File: src/rtl/core/hdlc_bit_deframer_with_fcs_unit_assert.svh
// assertion macros for the hdlc bit deframer
// used by the top level only; expects a clock named clk and a reset named rst
`ifndef HDLC_BIT_DEFRAMER_WITH_FCS_UNIT_ASSERT_SVH
`define HDLC_BIT_DEFRAMER_WITH_FCS_UNIT_ASSERT_SVH

// same-cycle implication
`define HBD_ASSERT_NOW(label, ante, cons, msg) \
  label: assert property (@(posedge clk) disable iff (rst) (ante) |-> (cons)) else $error(msg);

// next-cycle implication
`define HBD_ASSERT_NEXT(label, ante, cons, msg) \
  label: assert property (@(posedge clk) disable iff (rst) (ante) |=> (cons)) else $error(msg);

`endif

File: src/rtl/core/hbd_pkg.sv
// shared types, constants and the crc octet function for the hdlc bit deframer
// no dependencies
package hbd_pkg;

  localparam int SAMPLE_WIDTH = 32;
  localparam int OCT_W        = 8;
  localparam int RUN_W        = 3;
  localparam int HOLD_W       = 15;
  localparam int HCNT_W       = 4;
  localparam int CNT_W        = 16;
  localparam int CRC_W        = 16;
  localparam int CFG_W        = 8;

  localparam logic [CRC_W-1:0]  CRC_POLY         = 16'h8408;
  localparam logic [CRC_W-1:0]  CRC_PRESET       = 16'hFFFF;
  localparam logic [CRC_W-1:0]  CRC_RESIDUE      = 16'hF0B8;
  localparam logic [HCNT_W-1:0] DELAY_BITS       = 4'd7;
  localparam logic [HCNT_W-1:0] FULL_HOLD        = 4'd15;
  localparam logic [CNT_W-1:0]  OCTETS_MAX       = 16'hFFFF;
  localparam logic [CFG_W-1:0]  MIN_OCTETS_RESET = 8'd17;
  localparam logic [RUN_W-1:0]  RUN_STUFF        = 3'd5;
  localparam logic [RUN_W-1:0]  RUN_FLAG         = 3'd6;
  localparam logic [RUN_W-1:0]  RUN_ABORT        = 3'd7;

  typedef enum logic {
    KIND_DATA = 1'b0,
    KIND_END  = 1'b1
  } kind_t;

  typedef enum logic [2:0] {
    ST_OK        = 3'd0,
    ST_FCS_ERR   = 3'd1,
    ST_NOT_WHOLE = 3'd2,
    ST_TOO_SHORT = 3'd3,
    ST_ABORTED   = 3'd4
  } status_t;

  typedef struct packed {
    logic [RUN_W-1:0]        ones_run;
    logic                    in_frame;
    logic                    waiting;
    logic [SAMPLE_WIDTH-1:0] start_sample;
    logic [HOLD_W-1:0]       held;
    logic [HCNT_W-1:0]       hcnt;
    logic [CNT_W-1:0]        octs;
    logic [CRC_W-1:0]        crc;
  } state_t;

  typedef struct packed {
    logic                    valid;
    kind_t                   kind;
    logic [OCT_W-1:0]        octet;
    status_t                 status;
    logic [SAMPLE_WIDTH-1:0] start_sample;
    logic [SAMPLE_WIDTH-1:0] end_sample;
  } result_t;

  function automatic logic [CRC_W-1:0] crc_octet(input logic [CRC_W-1:0] crc_in,
                                                  input logic [OCT_W-1:0] octet);
    logic [CRC_W-1:0] c;
    c = crc_in;
    for (int k = 0; k < OCT_W; k++) begin
      if (c[0] != octet[k]) begin
        c = (c >> 1) ^ CRC_POLY;
      end else begin
        c = c >> 1;
      end
    end
    return c;
  endfunction

endpackage

File: src/rtl/core/hbd_line_if.sv
// input channel: one decoded line bit and its sample index per item
// depends on hbd_pkg
interface hbd_line_if;
  logic                            valid;
  logic                            ready;
  logic                            data_bit;
  logic [hbd_pkg::SAMPLE_WIDTH-1:0] sample_index;

  modport source (output valid, output data_bit, output sample_index, input ready);
  modport sink (input valid, input data_bit, input sample_index, output ready);
endinterface

File: src/rtl/core/hbd_frame_if.sv
// output channel: data octet or frame end item
// depends on hbd_pkg
interface hbd_frame_if;
  logic                            valid;
  logic                            ready;
  logic                            item_kind;
  logic [hbd_pkg::OCT_W-1:0]        octet_value;
  logic [2:0]                      frame_status;
  logic [hbd_pkg::SAMPLE_WIDTH-1:0] start_sample;
  logic [hbd_pkg::SAMPLE_WIDTH-1:0] end_sample;

  modport source (output valid, output item_kind, output octet_value, output frame_status,
                  output start_sample, output end_sample, input ready);
  modport sink (input valid, input item_kind, input octet_value, input frame_status,
                input start_sample, input end_sample, output ready);
endinterface

File: src/rtl/core/hbd_step.sv
// per-bit next state and result: run counting, destuffing, flag and abort
// detection, seven-bit hold, octet assembly and crc; depends on hbd_pkg
module hbd_step (
  input  hbd_pkg::state_t                  cur,
  input  logic                             line_bit,
  input  logic [hbd_pkg::SAMPLE_WIDTH-1:0] sample,
  input  logic [hbd_pkg::CFG_W-1:0]        min_octets,
  output hbd_pkg::state_t                  nxt,
  output hbd_pkg::result_t                 res
);

  always_comb begin
    logic                         accept;
    logic [hbd_pkg::HOLD_W-1:0]   held_set;
    logic [hbd_pkg::HCNT_W-1:0]   cnt_inc;
    nxt      = cur;
    res      = '0;
    accept   = 1'b0;
    held_set = cur.held | (hbd_pkg::HOLD_W'(line_bit) << cur.hcnt);
    cnt_inc  = cur.hcnt + 4'd1;

    if (line_bit) begin
      if (cur.ones_run == hbd_pkg::RUN_FLAG) begin
        // seventh one: abort
        nxt.ones_run = hbd_pkg::RUN_ABORT;
        if (cur.in_frame && cur.octs != '0) begin
          res.valid        = 1'b1;
          res.kind         = hbd_pkg::KIND_END;
          res.status       = hbd_pkg::ST_ABORTED;
          res.start_sample = cur.start_sample;
          res.end_sample   = sample;
        end
        nxt.in_frame = 1'b0;
        nxt.held     = '0;
        nxt.hcnt     = '0;
        nxt.octs     = '0;
        nxt.crc      = hbd_pkg::CRC_PRESET;
      end else begin
        if (cur.ones_run != hbd_pkg::RUN_ABORT) begin
          nxt.ones_run = cur.ones_run + 3'd1;
        end
        accept = cur.in_frame;
      end
    end else begin
      nxt.ones_run = '0;
      if (cur.ones_run == hbd_pkg::RUN_FLAG) begin
        // flag closes the frame in progress and opens a new one
        if (cur.in_frame && cur.octs != '0) begin
          res.valid        = 1'b1;
          res.kind         = hbd_pkg::KIND_END;
          res.start_sample = cur.start_sample;
          res.end_sample   = sample;
          if (cur.hcnt > hbd_pkg::DELAY_BITS) begin
            res.status = hbd_pkg::ST_NOT_WHOLE;
          end else if (cur.octs < {8'd0, min_octets}) begin
            res.status = hbd_pkg::ST_TOO_SHORT;
          end else if (cur.crc != hbd_pkg::CRC_RESIDUE) begin
            res.status = hbd_pkg::ST_FCS_ERR;
          end else begin
            res.status = hbd_pkg::ST_OK;
          end
        end
        nxt.in_frame = 1'b1;
        nxt.waiting  = 1'b1;
        nxt.held     = '0;
        nxt.hcnt     = '0;
        nxt.octs     = '0;
        nxt.crc      = hbd_pkg::CRC_PRESET;
      end else if (cur.ones_run != hbd_pkg::RUN_STUFF && cur.ones_run != hbd_pkg::RUN_ABORT) begin
        accept = cur.in_frame;
      end
    end

    if (accept) begin
      if (cur.waiting) begin
        nxt.start_sample = sample;
        nxt.waiting      = 1'b0;
      end
      if (cnt_inc >= hbd_pkg::FULL_HOLD) begin
        nxt.held = {8'd0, held_set[hbd_pkg::HOLD_W-1:hbd_pkg::OCT_W]};
        nxt.hcnt = hbd_pkg::DELAY_BITS;
        nxt.crc  = hbd_pkg::crc_octet(cur.crc, held_set[hbd_pkg::OCT_W-1:0]);
        if (cur.octs != hbd_pkg::OCTETS_MAX) begin
          nxt.octs = cur.octs + 16'd1;
        end
        res.valid        = 1'b1;
        res.kind         = hbd_pkg::KIND_DATA;
        res.octet        = held_set[hbd_pkg::OCT_W-1:0];
        res.status       = hbd_pkg::ST_OK;
        res.start_sample = cur.waiting ? sample : cur.start_sample;
        res.end_sample   = '0;
      end else begin
        nxt.held = held_set;
        nxt.hcnt = cnt_inc;
      end
    end
  end

endmodule

File: src/rtl/core/hdlc_bit_deframer_with_fcs_unit.sv
// hdlc bit deframer with crc-16 fcs check: input register, per-bit step logic,
// output register; depends on hbd_pkg, hbd_line_if, hbd_frame_if, hbd_step
// path: an accepted input item is held in the input register, and its result, if any, in the output register
// throughput: one item per cycle while results are taken, set by the combinational step logic
// reset: synchronous, clears deframer state, crc to all ones, min octets to 17
module hdlc_bit_deframer_with_fcs_unit (
  input  logic                      clk,
  input  logic                      rst,
  hbd_line_if.sink                  line,
  hbd_frame_if.source               frame,
  input  logic                      cfg_wr_en,
  input  logic [hbd_pkg::CFG_W-1:0] cfg_wr_data
);

  `include "hdlc_bit_deframer_with_fcs_unit_assert.svh"

  hbd_pkg::state_t                  st;
  hbd_pkg::state_t                  st_next;
  hbd_pkg::result_t                 res;
  hbd_pkg::result_t                 o_item;
  logic [hbd_pkg::CFG_W-1:0]        min_octets;
  logic                             s1_valid;
  logic                             s1_bit;
  logic [hbd_pkg::SAMPLE_WIDTH-1:0] s1_sample;
  logic                             o_valid;
  logic                             advance;

  assign advance    = s1_valid && (!o_valid || frame.ready);
  assign line.ready = !s1_valid || advance;

  hbd_step u_step (
    .cur        (st),
    .line_bit   (s1_bit),
    .sample     (s1_sample),
    .min_octets (min_octets),
    .nxt        (st_next),
    .res        (res)
  );

  always_ff @(posedge clk) begin
    if (rst) begin
      min_octets <= hbd_pkg::MIN_OCTETS_RESET;
    end else if (cfg_wr_en) begin
      min_octets <= cfg_wr_data;
    end
  end

  // input register
  always_ff @(posedge clk) begin
    if (rst) begin
      s1_valid <= 1'b0;
    end else if (line.ready) begin
      s1_valid <= line.valid;
    end
  end

  always_ff @(posedge clk) begin
    if (line.valid && line.ready) begin
      s1_bit    <= line.data_bit;
      s1_sample <= line.sample_index;
    end
  end

  // deframer state
  always_ff @(posedge clk) begin
    if (rst) begin
      st.ones_run     <= '0;
      st.in_frame     <= 1'b0;
      st.waiting      <= 1'b0;
      st.start_sample <= '0;
      st.held         <= '0;
      st.hcnt         <= '0;
      st.octs         <= '0;
      st.crc          <= hbd_pkg::CRC_PRESET;
    end else if (advance) begin
      st <= st_next;
    end
  end

  // output register
  always_ff @(posedge clk) begin
    if (rst) begin
      o_valid <= 1'b0;
    end else if (advance) begin
      o_valid <= res.valid;
    end else if (frame.ready) begin
      o_valid <= 1'b0;
    end
  end

  always_ff @(posedge clk) begin
    if (advance && res.valid) begin
      o_item <= res;
    end
  end

  assign frame.valid        = o_valid;
  assign frame.item_kind    = o_item.kind;
  assign frame.octet_value  = o_item.octet;
  assign frame.frame_status = o_item.status;
  assign frame.start_sample = o_item.start_sample;
  assign frame.end_sample   = o_item.end_sample;

  `HBD_ASSERT_NOW(a_abort_outside, st.ones_run == hbd_pkg::RUN_ABORT, !st.in_frame,
                  "abort run in frame")
  `HBD_ASSERT_NOW(a_waiting_empty, st.waiting, st.hcnt == '0 && st.octs == '0,
                  "bits held before first bit")
  `HBD_ASSERT_NOW(a_crc_preset, st.octs == '0, st.crc == hbd_pkg::CRC_PRESET,
                  "crc moved with no octet")
  `HBD_ASSERT_NEXT(a_octet_counted, advance && res.valid && res.kind == hbd_pkg::KIND_DATA,
                   st.octs != '0 && o_valid, "data octet not counted")

endmodule
File: src/flat_wrapper.sv
// flat-port wrapper written by rule: the top's interface ports become plain ports
module hdlc_bit_deframer_with_fcs_unit_flat 
  (clk, rst, cfg_wr_en, cfg_wr_data, line_valid, line_data_bit, line_sample_index, line_ready, frame_valid, frame_item_kind, frame_octet_value, frame_frame_status, frame_start_sample, frame_end_sample, frame_ready);
  hbd_line_if line_i ();
  hbd_frame_if frame_i ();
  input  logic clk;
  input  logic rst;
  input  logic cfg_wr_en;
  input  logic [hbd_pkg::CFG_W-1:0] cfg_wr_data;
  input wire logic [$bits(line_i.valid)-1:0] line_valid;
  input wire logic [$bits(line_i.data_bit)-1:0] line_data_bit;
  input wire logic [$bits(line_i.sample_index)-1:0] line_sample_index;
  output wire logic [$bits(line_i.ready)-1:0] line_ready;
  output wire logic [$bits(frame_i.valid)-1:0] frame_valid;
  output wire logic [$bits(frame_i.item_kind)-1:0] frame_item_kind;
  output wire logic [$bits(frame_i.octet_value)-1:0] frame_octet_value;
  output wire logic [$bits(frame_i.frame_status)-1:0] frame_frame_status;
  output wire logic [$bits(frame_i.start_sample)-1:0] frame_start_sample;
  output wire logic [$bits(frame_i.end_sample)-1:0] frame_end_sample;
  input wire logic [$bits(frame_i.ready)-1:0] frame_ready;
  assign line_i.valid = line_valid;
  assign line_i.data_bit = line_data_bit;
  assign line_i.sample_index = line_sample_index;
  assign line_ready = line_i.ready;
  assign frame_valid = frame_i.valid;
  assign frame_item_kind = frame_i.item_kind;
  assign frame_octet_value = frame_i.octet_value;
  assign frame_frame_status = frame_i.frame_status;
  assign frame_start_sample = frame_i.start_sample;
  assign frame_end_sample = frame_i.end_sample;
  assign frame_i.ready = frame_ready;
  hdlc_bit_deframer_with_fcs_unit u_core (.clk(clk), .rst(rst), .line(line_i), .frame(frame_i), .cfg_wr_en(cfg_wr_en), .cfg_wr_data(cfg_wr_data));
endmodule
File: config.mk
export PLATFORM = sky130hd
export DESIGN_NAME = hdlc_bit_deframer_with_fcs_unit_flat
export DESIGN_NICKNAME = d
export VERILOG_FILES = /design/src/rtl/core/hbd_pkg.sv /design/src/rtl/core/hbd_line_if.sv /design/src/rtl/core/hbd_frame_if.sv /design/src/rtl/core/hbd_step.sv /design/src/rtl/core/hdlc_bit_deframer_with_fcs_unit.sv /design/src/flat_wrapper.sv
export VERILOG_INCLUDE_DIRS = /design/src /design/src/rtl/core
export SDC_FILE = /design/constraint.sdc
export NUM_CORES = 1
export LEC_CHECK = 0
export BUFFER_PORTS_ARGS = -buffer_cell sky130_fd_sc_hd__buf_4
export CAP_MARGIN = 20
export CORE_MARGIN = 2
export CORE_UTILIZATION = 40
export CTS_CLUSTER_DIAMETER = 40
export DETAILED_ROUTE_END_ITERATION = 6
export PLACE_DENSITY = 0.59
export SLEW_MARGIN = 15
export SYNTH_ARGS = -nofsm -noshare
export SYNTH_HDL_FRONTEND = slang
export SYNTH_HIERARCHICAL = 1
export SYNTH_SLANG_ARGS = --single-unit
File: constraint.sdc
create_clock -name clk -period 9.3 [get_ports clk]
set_input_delay 0 -clock clk [delete_from_list [all_inputs] [get_ports clk]]
set_output_delay 0 -clock clk [all_outputs]
set_load 0.03 [all_outputs]
==> reports/qor.csv <==
metric,value,unit
status,"finished, final reports clean",
area of the core,26800,µm²
Clock Tree Root,clkbuf_16,
Nets,1219,
DRT Pass-1 Iters,5,
synth top area cells,"edfxtp_1 (30%), dfxtp_1 (18%), mux2i_1 (8.9%), nand2b_1 (8.4%), mux2_2 (3.3%)",
Final Critical Period,3.70,ns
CTS tree,done,
Multi-input gate area,5140,µm²
die extent in y,169,µm
DR WL/cell,17.0,µm
CTS Buf Count,34,
"Period Utilization, post-route",39.8,%
clk buf depth,3,
Synth Area per Inst,10.8,µm²
worst relative slew slack,34.7,%
Synth Net Count,1067,
Final WS setup,5.60,ns
IO Pins,124,
Worst Path Arrival,3.81,ns
"EDFF count, synth",109,
ys flop type,edfxtp_1,
Synth cell types,71,
cell-internal power,1.86,mW
Clk pwr share,54.4,%
CP required,9.41,ns
clock-pin slew on the worst setup and hold paths,0.05,ns
via count,8189,
PD cells,173,nW/µm²
setup repair bufs after CTS,0,
residual DRC count,0,
skew final,0.0149,ns
clk_lat worst skew,0.50,ns
share of flip-flops with an asynchronous set or reset,0,%
fmax,270,MHz
Register Area,5240,µm²
Mapped Area,10900,µm²
Synth warnings,6,
max-cap violations,0,
HP Class,in2reg,
vias in the first global route,7960,
Reg power frac,41.5,%
# setup viols final,0,
n_diodes,0,
"Hold Violations, Final",0,
"Slew Viols, Final",0,
Area growth syn-to-layout,25.6,%
Yosys reg bits,207,
crit path kind,reg2reg,
RSZ-0062 raised after global routing,false,
HPWL Detailed,15.3,mm
"Seq/Total Area, Yosys",48.1,%
via/cell ratio,5.37,
Critical Path End Type,flip-flop,
Row Count,60,
die area,28500,µm²
Yosys top cell area share,30.1,%
Cells after DPL,1404,
H-tree lvl count,2,
synthesized instance count,1007,
GP Congestion,0.796,
die span in x,169,µm
P_sw,0.507,mW
Peak VDD IR,99.1,µV
combinational cell fraction of total power,4.1,%
Final ANT Viol Nets,0,
share of layout cells above drive strength 1,21.0,%
Leak,4.96,nW
PostCTS Resize Cnt,0,
largest net degree at the start of global routing,123,
GRT Total Usage,17.9,%
CTS sink count,207,
Non-Filler Instances,1526,
"wirelength, routed",25.9,mm
Worst setup SP type,flip-flop,
first-pass GRT wire length,41.8,mm
grt total ovfl,0,
Initial Utilization,40.6,%
Final TNS setup,0,ns
Hold Path Stages,3,
"area leader, netlist",edfxtp_1,
Net Sw Frac,21.4,%
Tightest Pin Transition,0.976,ns
CP Max Fanout,66,
Register-to-Register Path Depth,9,
initial antenna violation count,0,
fill count,2385,
Initial DRC Count,738,
pre-CTS setup slack,5.65,ns
IO buf count,123,
path summary, 6_finish.rpt:
check                                                 from  slack [ns]                                     end
worst min register to register  u_core/st[54]$_SDFFE_PP0P_        0.48              u_core/st[54]$_SDFFE_PP0P_
worst max-delay path            u_core/st[33]$_SDFFE_PP0P_        5.60  u_core/frame.start_sample[4]$_DFFE_PP_
worst min-delay path                                   rst        0.13              u_core/st[20]$_SDFFE_PP0P_
worst max register to register  u_core/st[33]$_SDFFE_PP0P_        5.60  u_core/frame.start_sample[4]$_DFFE_PP_
repair_timing:
| action | 4_1_cts | 5_1_grt |
|---|---|---|
| hold buffers | 60 | 0 |
| endpoints found under the hold margin | 43 | 0 |
| setup endpoints to repair | 0 | 0 |
layout by cell type (no fill, tap or decap), drive strengths merged, types with 36 or more instances in the layout:
cell / netlist / layout
and3: 36 / 36
dlygate4sd3: 0 / 60
edfxtp: 109 / 109
clkbuf: 32 / 41
nand2b: 146 / 146
mux2i: 97 / 97
a22o: 40 / 40
buf: 45 / 133
dfxtp: 98 / 98
nor2: 66 / 66
stage by stage:
stage	instance area, µm²	power (mW)	util [%]	hold WS, ns
floorplan	10900	1.05	-	0.0989
global placement	11900	1.08	44.3	0.179
detailed placement	11900	1.08	44.3	0.179
CTS	13700	2.40	51.0	0.131
global route	13700	2.45	51.0	0.173
finish	13700	2.37	51.0	0.135
state kept, by name, summed over array words and instances (netlist names):
signal and count:
u_core/frame.end_sample 32, u_core/frame.start_sample 32, u_core/s1_valid 1, u_core/st 88, u_core/frame.octet_value 8, u_core/s1_sample 32
u_core/s1_bit 1, u_core/frame.valid 1, u_core/frame.frame_status 3, u_core/min_octets 8, u_core/frame.item_kind 1
kinds of logic (layout without fill, tap and decap cells):
| kind of cell | Yosys count | count (layout) | synth area share (%) |
|---|---|---|---|
| AO/OA/AOI/OAI | 176 | 176 | 12.0 |
| XOR/XNOR | 12 | 12 | 1.64 |
| AND/OR/NAND/NOR | 372 | 372 | 19.5 |
| multiplexers | 129 | 129 | 12.2 |
| buffers and inverters | 97 | 275 | 4.85 |
| flip-flops | 207 | 207 | 48.1 |
| adder cells (fa/ha/maj) | 14 | 14 | 1.61 |
power by group through the flow:
| stage | sequential, mW | clock [mW] | combinational [mW] |
|---|---|---|---|
| floorplan | 0.997 | 0 | 0.0533 |
| global placement | 1.00 | 0 | 0.0753 |
| detailed placement | 1.00 | 0 | 0.0753 |
| CTS | 0.984 | 1.32 | 0.0965 |
| global route | 0.986 | 1.36 | 0.103 |
| finish | 0.985 | 1.29 | 0.0961 |
worst max-delay path, stage by stage, from the launching register on:
cell and delay (ns):
dfxtp_1 0.63, ha_1 0.37, nand4b_1 0.20, inv_1 0.18, o211a_1 0.15, buf_4 0.35
or2_2 0.20, nand2_1 0.08, nor2_4 0.33, buf_4 0.77
synthesized netlist by cell type, drive strengths merged (3+ instances only):
cell / number
a211o: 4
a211oi: 11
a21o: 3
a21oi: 33
a22o: 40
a31o: 4
a31oi: 5
a32o: 5
and2: 14
and3: 36
buf: 45
clkbuf: 32
dfxtp: 98
edfxtp: 109
ha: 14
inv: 20
mux2: 32
mux2i: 97
nand2: 28
nand2b: 146
nand3: 12
nand4: 6
nor2: 66
nor2b: 9
nor3: 20
nor3b: 4
nor4: 10
o211a: 4
o211ai: 7
o21a: 3
o21ai: 30
o31ai: 9
or2: 4
or4: 6
xnor2: 8
xnor3: 4
cell type report:
| type | count | area share (%) |
|---|---|---|
| inverter | 20 | 0.549 |
| clock inverter | 21 | 1.93 |
| clock buffer | 41 | 6.79 |
| tap | 341 | 3.12 |
| timing repair buffer | 193 | 11.7 |
| sequential | 207 | 38.3 |
| multi-input combinational | 703 | 37.6 |
routing by layer:
layer | GRT usage, % | up-vias | wire length [µm]
li1 | - | 3980 | -
met2 | 30.0 | 202 | 12300
met4 | 4.95 | 0 | 367
met5 | 0 | - | 0
met3 | 3.39 | 32 | 1270
met1 | 23.7 | 3975 | 12000
Note: power is estimated with default switching activity, not from simulation.
